--- config.mk ---
export PLATFORM = sky130hd
export DESIGN_NAME = pixel_format_to_rgba8888_core
export DESIGN_NICKNAME = d
export VERILOG_FILES = /design/src/hdl/pfr_pkg.sv /design/src/hdl/pfr_unpack.sv /design/src/hdl/pfr_expand.sv /design/src/hdl/pixel_format_to_rgba8888_core.sv
export SDC_FILE = /design/constraint.sdc
export NUM_CORES = 1
export LEC_CHECK = 0
export ABC_AREA = 1
export BUFFER_PORTS_ARGS = -buffer_cell sky130_fd_sc_hd__buf_4
export CORE_MARGIN = 5
export CORE_UTILIZATION = 50
export DETAILED_ROUTE_END_ITERATION = 12
export HOLD_SLACK_MARGIN = 0.1
export PLACE_DENSITY_LB_ADDON = 0.15
export SLEW_MARGIN = 20
export SYNTH_ARGS = -nofsm -noshare
export SYNTH_HDL_FRONTEND = slang
export SYNTH_SLANG_ARGS = --single-unit
--- constraint.sdc ---
create_clock -name clk_i -period 2.6 [get_ports clk_i]
set_input_delay 0.39 -clock clk_i [delete_from_list [all_inputs] [get_ports clk_i]]
set_output_delay 0.39 -clock clk_i [all_outputs]
set_load 0.05 [all_outputs]
--- src/hdl/pfr_pkg.sv ---
// Package for the pixel format to RGBA8888 converter.
// Holds format codes, color keys and the stage payload structs.
// No dependencies.
package pfr_pkg;

  typedef enum logic [1:0] {
    FMT_RGB332   = 2'd0,
    FMT_RGB565   = 2'd1,
    FMT_ARGB4444 = 2'd2,
    FMT_ARGB8888 = 2'd3
  } pfr_fmt_e;

  localparam pfr_fmt_e FmtReset = FMT_RGB565;

  localparam logic [7:0]  KeyRgb332 = 8'hC0;
  localparam logic [15:0] KeyRgb565 = 16'hE000;
  localparam logic [7:0]  AlphaOpaque = 8'hFF;

  // channels left-aligned in 8 bits, low bits zero until expanded
  typedef struct packed {
    pfr_fmt_e   fmt;
    logic       key;
    logic [7:0] r;
    logic [7:0] g;
    logic [7:0] b;
    logic [7:0] a;
    logic       last;
  } pfr_chan_t;

  typedef struct packed {
    logic [7:0] r;
    logic [7:0] g;
    logic [7:0] b;
    logic [7:0] a;
    logic       last;
  } pfr_rgba_t;

endpackage

--- src/hdl/pfr_unpack.sv ---
// First pipeline stage: splits the raw pixel word into left-aligned channels
// and flags the color key. Depends on pfr_pkg.
module pfr_unpack (
  input  logic              clk_i,
  input  logic              rst_ni,
  input  pfr_pkg::pfr_fmt_e fmt_i,
  input  logic              valid_i,
  output logic              ready_o,
  input  logic [31:0]       raw_i,
  input  logic              last_i,
  output logic              valid_o,
  input  logic              ready_i,
  output pfr_pkg::pfr_chan_t chan_o
);
  import pfr_pkg::*;

  logic      valid_q;
  pfr_chan_t chan_d, chan_q;

  assign ready_o = !valid_q || ready_i;

  always_comb begin
    chan_d      = '0;
    chan_d.fmt  = fmt_i;
    chan_d.last = last_i;
    chan_d.a    = AlphaOpaque;
    case (fmt_i)
      FMT_RGB332: begin
        chan_d.key = (raw_i[7:0] == KeyRgb332);
        chan_d.r   = {raw_i[7:5], 5'd0};
        chan_d.g   = {raw_i[4:2], 5'd0};
        chan_d.b   = {raw_i[1:0], 6'd0};
      end
      FMT_RGB565: begin
        chan_d.key = (raw_i[15:0] == KeyRgb565);
        chan_d.r   = {raw_i[15:11], 3'd0};
        chan_d.g   = {raw_i[10:5], 2'd0};
        chan_d.b   = {raw_i[4:0], 3'd0};
      end
      FMT_ARGB4444: begin
        chan_d.r = {raw_i[11:8], 4'd0};
        chan_d.g = {raw_i[7:4], 4'd0};
        chan_d.b = {raw_i[3:0], 4'd0};
      end
      default: begin
        chan_d.b = raw_i[7:0];
        chan_d.g = raw_i[15:8];
        chan_d.r = raw_i[23:16];
        chan_d.a = raw_i[31:24];
      end
    endcase
  end

  always_ff @(posedge clk_i or negedge rst_ni) begin
    if (!rst_ni) begin
      valid_q <= 1'b0;
    end else if (ready_o) begin
      valid_q <= valid_i;
    end
  end

  always_ff @(posedge clk_i) begin
    if (valid_i && ready_o) begin
      chan_q <= chan_d;
    end
  end

  assign valid_o = valid_q;
  assign chan_o  = chan_q;

endmodule

--- src/hdl/pfr_expand.sv ---
// Second pipeline stage: widens channels to 8 bits by bit replication and
// applies the color key. Depends on pfr_pkg.
module pfr_expand (
  input  logic               clk_i,
  input  logic               rst_ni,
  input  logic               valid_i,
  output logic               ready_o,
  input  pfr_pkg::pfr_chan_t chan_i,
  output logic               valid_o,
  input  logic               ready_i,
  output pfr_pkg::pfr_rgba_t pix_o
);
  import pfr_pkg::*;

  logic      valid_q;
  pfr_rgba_t pix_d, pix_q;

  assign ready_o = !valid_q || ready_i;

  always_comb begin
    pix_d      = '0;
    pix_d.last = chan_i.last;
    pix_d.a    = chan_i.a;
    case (chan_i.fmt)
      FMT_RGB332: begin
        pix_d.r = {chan_i.r[7:5], chan_i.r[7:5], chan_i.r[7:6]};
        pix_d.g = {chan_i.g[7:5], chan_i.g[7:5], chan_i.g[7:6]};
        pix_d.b = {4{chan_i.b[7:6]}};
      end
      FMT_RGB565: begin
        pix_d.r = {chan_i.r[7:3], chan_i.r[7:5]};
        pix_d.g = {chan_i.g[7:2], chan_i.g[7:6]};
        pix_d.b = {chan_i.b[7:3], chan_i.b[7:5]};
      end
      FMT_ARGB4444: begin
        pix_d.r = {chan_i.r[7:4], chan_i.r[7:4]};
        pix_d.g = {chan_i.g[7:4], chan_i.g[7:4]};
        pix_d.b = {chan_i.b[7:4], chan_i.b[7:4]};
      end
      default: begin
        pix_d.r = chan_i.r;
        pix_d.g = chan_i.g;
        pix_d.b = chan_i.b;
      end
    endcase
    if (chan_i.key) begin
      pix_d.r = '0;
      pix_d.g = '0;
      pix_d.b = '0;
      pix_d.a = '0;
    end
  end

  always_ff @(posedge clk_i or negedge rst_ni) begin
    if (!rst_ni) begin
      valid_q <= 1'b0;
    end else if (ready_o) begin
      valid_q <= valid_i;
    end
  end

  always_ff @(posedge clk_i) begin
    if (valid_i && ready_o) begin
      pix_q <= pix_d;
    end
  end

  assign valid_o = valid_q;
  assign pix_o   = pix_q;

  a_key_clears: assert property (@(posedge clk_i) disable iff (!rst_ni)
    valid_i && ready_o && chan_i.key |=> pix_q.r == '0 && pix_q.a == '0)
    else $error("keyed pixel not cleared");

  a_opaque: assert property (@(posedge clk_i) disable iff (!rst_ni)
    valid_i && ready_o && !chan_i.key && chan_i.fmt != FMT_ARGB8888
    |=> pix_q.a == AlphaOpaque)
    else $error("narrow format pixel not opaque");

endmodule

--- src/hdl/pixel_format_to_rgba8888_core.sv ---
// Top level of the pixel format to RGBA8888 converter.
// Depends on pfr_pkg, pfr_unpack and pfr_expand.
//
// Usage:
//   s_axis carries one raw pixel word per beat in tdata, tlast marks the
//   last pixel of an image. m_axis returns one RGBA8888 beat per input
//   beat, in order, with tlast copied through.
//   The cfg channel writes the 2-bit format register (0 RGB332, 1 RGB565,
//   2 ARGB4444, 3 ARGB8888); it is always ready. Write it only while the
//   pipeline is empty.
//   Throughput is one pixel per clock while m_axis_tready stays high; three
//   registered stages (unpack, expand, output) each hold one beat, and each
//   stage takes a new beat whenever it is empty or its own beat leaves in
//   the same cycle.
//   Reset empties all stages and sets the format to RGB565.
//   When m_axis_tready is low the stages fill up; once all three hold a
//   beat s_axis_tready drops, and nothing is lost or repeated.
module pixel_format_to_rgba8888_core (
  input  logic        clk_i,
  input  logic        rst_ni,
  input  logic        cfg_valid_i,
  output logic        cfg_ready_o,
  input  logic [1:0]  cfg_data_i,    // pixel_format
  input  logic        s_axis_tvalid,
  output logic        s_axis_tready,
  input  logic [31:0] s_axis_tdata,  // raw_pixel[31:0]
  input  logic        s_axis_tlast,
  output logic        m_axis_tvalid,
  input  logic        m_axis_tready,
  output logic [31:0] m_axis_tdata,  // red[7:0], green[15:8], blue[23:16], alpha[31:24]
  output logic        m_axis_tlast
);
  import pfr_pkg::*;

  pfr_fmt_e  fmt_q;
  logic      unp_valid, unp_ready;
  pfr_chan_t unp_chan;
  logic      exp_valid, exp_ready;
  pfr_rgba_t exp_pix;
  logic      out_valid_q;
  pfr_rgba_t out_pix_q;

  assign cfg_ready_o = 1'b1;

  always_ff @(posedge clk_i or negedge rst_ni) begin
    if (!rst_ni) begin
      fmt_q <= FmtReset;
    end else if (cfg_valid_i) begin
      fmt_q <= pfr_fmt_e'(cfg_data_i);
    end
  end

  pfr_unpack u_unpack (
    .clk_i   (clk_i),
    .rst_ni  (rst_ni),
    .fmt_i   (fmt_q),
    .valid_i (s_axis_tvalid),
    .ready_o (s_axis_tready),
    .raw_i   (s_axis_tdata),
    .last_i  (s_axis_tlast),
    .valid_o (unp_valid),
    .ready_i (unp_ready),
    .chan_o  (unp_chan)
  );

  pfr_expand u_expand (
    .clk_i   (clk_i),
    .rst_ni  (rst_ni),
    .valid_i (unp_valid),
    .ready_o (unp_ready),
    .chan_i  (unp_chan),
    .valid_o (exp_valid),
    .ready_i (exp_ready),
    .pix_o   (exp_pix)
  );

  // output stage
  assign exp_ready = !out_valid_q || m_axis_tready;

  always_ff @(posedge clk_i or negedge rst_ni) begin
    if (!rst_ni) begin
      out_valid_q <= 1'b0;
    end else if (exp_ready) begin
      out_valid_q <= exp_valid;
    end
  end

  always_ff @(posedge clk_i) begin
    if (exp_valid && exp_ready) begin
      out_pix_q <= exp_pix;
    end
  end

  assign m_axis_tvalid = out_valid_q;
  assign m_axis_tdata  = {out_pix_q.a, out_pix_q.b, out_pix_q.g, out_pix_q.r};
  assign m_axis_tlast  = out_pix_q.last;

  a_drain_ready: assert property (@(posedge clk_i) disable iff (!rst_ni)
    m_axis_tready |-> s_axis_tready)
    else $error("input stalled while output is ready");

  a_full_stall: assert property (@(posedge clk_i) disable iff (!rst_ni)
    !s_axis_tready |-> out_valid_q && exp_valid && unp_valid)
    else $error("input stalled with an empty stage");

endmodule

---- After elaboration in Yosys (flattened, before gate mapping) ----
Cells that the tools add are included.
storage, ports and cells
  word-level logic and storage cells ...... 42
  bits of input ports ..................... 40
  bits in registers ....................... 107
  output and inout port bits .............. 36
operators by class
  equal/unequal tests ..................... 6
  muxes and demuxes ....................... 3
  reductions and logical operators ........ 12
operator list
  operator                                                               count
  24-bit case mux with 3 select lines                                    1
  21-bit case mux with 3 select lines                                    1
  16-bit equality test, second input constant                            1
  8-bit equality test, second input constant                             1
  2-bit by 1-bit equality test with 1-bit output, second input constant  2
  2-bit equality test, second input constant                             2
  2-bit zero test                                                        2
  1-bit logical AND                                                      3
  1-bit zero test                                                        3
  1-bit logical OR                                                       3
  3-bit OR reduction                                                     1
  1-bit case mux with 2 select lines                                     1

---- Depth between registers and ports, before layout ----
  word-level depth ........................ 5
  depth in mapped cells ................... 7
  depth with buffers taken out ............ 6

---- By module ----
Synthesis repeated with hierarchy kept, for this count alone.
second synthesis, totals
  cell total of the unflattened synthesis .. 378
  area, all modules ....................... 4390.5 um^2
modules (own cells, without submodules)
  module                         instances  sequential area each (um^2)  cells each  area an instance (um^2)
  pfr_unpack                     1          1106.1                       160         1642.8
  pfr_expand                     1          1016.0                       169         1624.1
  pixel_format_to_rgba8888_core  1          1067.3                       49          1123.6

---- Least setup slack after synthesis ----
OpenSTA, ideal clock, no wires.
  path kind ............................... reg2reg
  start ................................... reg out_valid_q (netlist: m_axis_tvalid)
  end ..................................... reg out_pix_q, in the netlist m_axis_tdata[0], enable pin
  setup slack ............................. -0.157 ns
  library setup time ...................... 0.434 ns
  required time ........................... 2.166 ns
  path buffers ............................ 0
  data arrival time ....................... 2.323 ns
  period minus slack after synthesis ...... 2.757 ns
  stages on the path, launching flop included .. 2
  cell sequence ........................... dfrtp_1 -> a21oi_1
between the ends
  cells in the longest elaborated chain, start to end .. 3
RTL lines
  item                      RTL line                             text
  start: declaration        pixel_format_to_rgba8888_core.sv:40  logic out_valid_q;
  start signal: assignment  pixel_format_to_rgba8888_core.sv:84  out_valid_q <= exp_valid;
  1-bit zero test           pixel_format_to_rgba8888_core.sv:78  assign exp_ready = !out_valid_q || m_axis_tready;
  1-bit logical OR          pixel_format_to_rgba8888_core.sv:78
  1-bit logical AND         pixel_format_to_rgba8888_core.sv:89  if (exp_valid && exp_ready) begin
  end signal: assignment    pixel_format_to_rgba8888_core.sv:90  out_pix_q <= exp_pix;
  end: declaration          pixel_format_to_rgba8888_core.sv:41  pfr_rgba_t out_pix_q;
No other way between the ends.
A chain may end at the register's enable or synchronous reset.

---- Final worst setup path ----
  start ................................... reg out_valid_q (netlist: m_axis_tvalid)
  end ..................................... out s_axis_tready
between the ends
  cells in the longest elaborated chain, start to end .. 4
RTL lines
  item              RTL line                             text
  1-bit zero test   pixel_format_to_rgba8888_core.sv:78
  1-bit logical OR  pixel_format_to_rgba8888_core.sv:78
  1-bit logical OR  pfr_expand.sv:18                     assign ready_o = !valid_q || ready_i;
  1-bit logical OR  pfr_unpack.sv:20                     assign ready_o = !valid_q || ready_i;
  end: declaration  pixel_format_to_rgba8888_core.sv:25  output logic s_axis_tready,
No other way between the ends.

==> summary.txt <==
Timing
  – FMAX: 610 MHz
  – Slew headroom: 0.509
  – Final setup skew: about 0.015 ns
  – Final-report setup violation count: 0
  – Worst Tran Pin Value: 0.734 ns
  – Final critical-path share of the clock period: 0.631
  – Pins Over Slew Limit: 0
  – Total negative setup slack: 0 ns
  – Setup repair after global routing missed its margin: false
  – Min cycle time layout: 1.64 ns
  – Final Worst Setup Slack: 0.960 ns
  – Final hold vios: 0

CTS
  – Clock sink count: 107
  – Clock root cell: clkbuf_8
  – Clock-pin slew on the worst setup and hold paths: 0.11 ns
  – Buffers inserted during post-CTS setup optimization: 0
  – Number of hold buffers added after cts: 1
  – Latest clock arrival within the worst-skew pair: ~0.37 ns
  – Number of gates resized after CTS: 0
  – Number of buffers created by CTS: 9
  – CTS Buffer Depth: 2
  – # H-tree levels: 3
  – CTS tree: done

GRT
  – Overflow after GRT: 0
  – Most crowded layer after global routing: met2
  – Global Route met1 Usage: 0.209
  – Grt met3 use: 0.0342
  – Antenna violations before repair: 0
  – Global-route wire length before repair: 12700 um
  – Met2 Resource Use GR: 0.244
  – Vias in the first global route: roughly 2700
  – Overall routing resource usage: 0.157
  – Maximum number of pins on one net before global-route repair: 37

Power
  – Power density relative to cell area: 875 nW/um2
  – Leakage power: 2.26 nW
  – Maximum ir drop on the vdd rail: a little under 0.6 mV
  – Total power: 4.61 mW

Critical path
  – Kind of end point of the critical path: primary output
  – Crit path kind: flip-flop to primary output
  – Data arrival time of the critical path: between 1 and 1.5 ns
  – Kind of start point of the critical path: flip-flop
  – Top fanout value on the critical path: 5
  – Slack of the worst reg-to-reg path: 1.04 ns
  – Required time reported for the critical path endpoint: 2.21 ns

Status
  – Outcome: finished clean

Synthesis
  – Synthesized area divided by synthesized cell count: approximately 12 um2
  – Synth Cell Area: ~4400 um2
  – Yosys cell types: 28
  – Post-synth net total: 413
  – Number of instances in the synthesized netlist: ~370
  – Yosys warnings: 0
  – Seq cells post-synth: about 110
  – Register area share after synthesis: 0.731

Finish
  – Area of all placed cells without fillers: 5270 um2
  – Area growth, synth to finish: 20.7%
  – Commonest cells after routing, fill and taps aside: edfxtp_1, nand2_1, buf_4
  – Util after Layout: 0.610
  – Fraction of final layout cells sized beyond drive strength 1: 0.245
  – Net count, final: 493
  – Ant diodes: 0
  – Most common cell after layout, fill and taps aside: edfxtp_1

Die
  – Chip width: 103 um
  – Core box area: ~8600 um2
  – Floorplan row count: 34
  – Vertical extent of the die: 103 um
  – Die area: ~11000 um2
  – Number of primary I/O pins: 76
  – Starting utilization of the core area: 0.506

Routing
  – Number of violations reported at the end of detailed-routing iteration 0: 110
  – Total wire length: 7940 um
  – Number of DRC violations after detailed routing: 0
  – Number of vias after detailed routing: 2836
  – Via-to-Cell Ratio: 5.01
  – Remaining number of nets flagged by the antenna check after routing: 0
  – Average detailed-routed wire length per instance: 14.0 um
  – Initial DRT Pass Iterations: 5

Worst hold path
  – Path class of the lowest-slack min-delay path: input pin to flip-flop

Placed design
  – Worst setup slack before clock tree synthesis: 1.01 ns
  – Global placer's final weighted congestion: 0.946
  – Area of placed instances: 5030 um2
  – Buffers added on ports: 74
  – Half-perimeter wire length after placement: 5640 um

Job
  – Reported max-cap violation count: 0
==> area by class of cell <==
type / count / area (um2)
Sequential cell: 107 / 3190
Clock inverter: 7 / 106
Inverter: 51 / 191
Tap cell: 108 / 135
Multi-Input combinational cell: 204 / 918
Clock buffer: 9 / 124
Timing Repair Buffer: 80 / 603
Fill cell: 720 / 3370
==> sequential cells by signal (all words and copies together), names as in the netlist <==
register,flops
u_unpack.chan_o,36
m_axis_tvalid,1
fmt_q,2
m_axis_tlast,1
u_unpack.valid_o,1
u_expand.valid_o,1
m_axis_tdata,32
u_expand.pix_o,33
==> synthesized netlist by cell type (all sizes together) <==
cell	instances	area, um2
a21oi	8	40.0
buf	10	73.8
clkbuf	1	3.75
conb	1	3.75
dfrtp	4	100
dfstp	1	26.3
edfxtp	102	3060
inv	51	191
mux2	1	11.3
nand2	101	387
nand3	13	65.1
nand3b	1	7.51
nand4	8	50.1
nor2	46	190
nor3	1	5.00
o2111ai	1	15.0
o211ai	1	7.51
o21ai	12	60.1
o221ai	1	8.76
o22ai	1	6.26
or2	8	50.1
==> worst max-delay path: stages (launching register included) <==
cell and delay [ns]:
dfrtp_1 0.47, nand4_1 0.18, buf_4 0.23
==> per-stage QoR <==
step	cells	hold WS (ns)
global route	566	0.172
finish	566	0.191
global placement	549	0.193
CTS	566	0.180
floorplan	373	0.0944
detailed placement	549	0.196
==> power by group <==
| part | leakage (nW) | internal [mW] | total, mW | switching, mW |
|---|---|---|---|---|
| sequential | 1.04 | 2.29 | 2.41 | 0.117 |
| clock | 0.116 | 0.559 | 1.13 | 0.571 |
| combinational | 1.11 | 0.291 | 1.07 | 0.780 |
==> logic make-up (layout without fill, tap and decap cells) <==
group	count (synthesis)	in the layout	share of synthesized area
compound gates	24	24	0.0315
other cells	1	1	0.000859
simple gates	178	178	0.173
mux	1	1	0.00258
buf+inv	62	147	0.0616
flops	107	107	0.731
==> worst paths after layout <==
| kind | from | to | depth (start not counted) |
|---|---|---|---|
| min in group asynchronous | rst_ni | u_unpack.valid_o | 2 |
| hold / removal | s_axis_tlast | u_unpack.chan_o[0] | 1 |
| setup reg to reg | fmt_q[0] | u_unpack.chan_o[30] | 5 |
| hold reg to reg | u_expand.pix_o[9] | m_axis_tdata[16] | 0 |
| max in group asynchronous | rst_ni | fmt_q[0] | 2 |
| setup / recovery | m_axis_tvalid | s_axis_tready | 2 |
==> routing by layer <==
layer  vias up  part of all wire
met3        18             0.067
li1       1391                 -
met4         0             0.026
met2       124              0.47
met5         -                 0
met1      1303              0.43
Power figures use the tool's default switching activity.
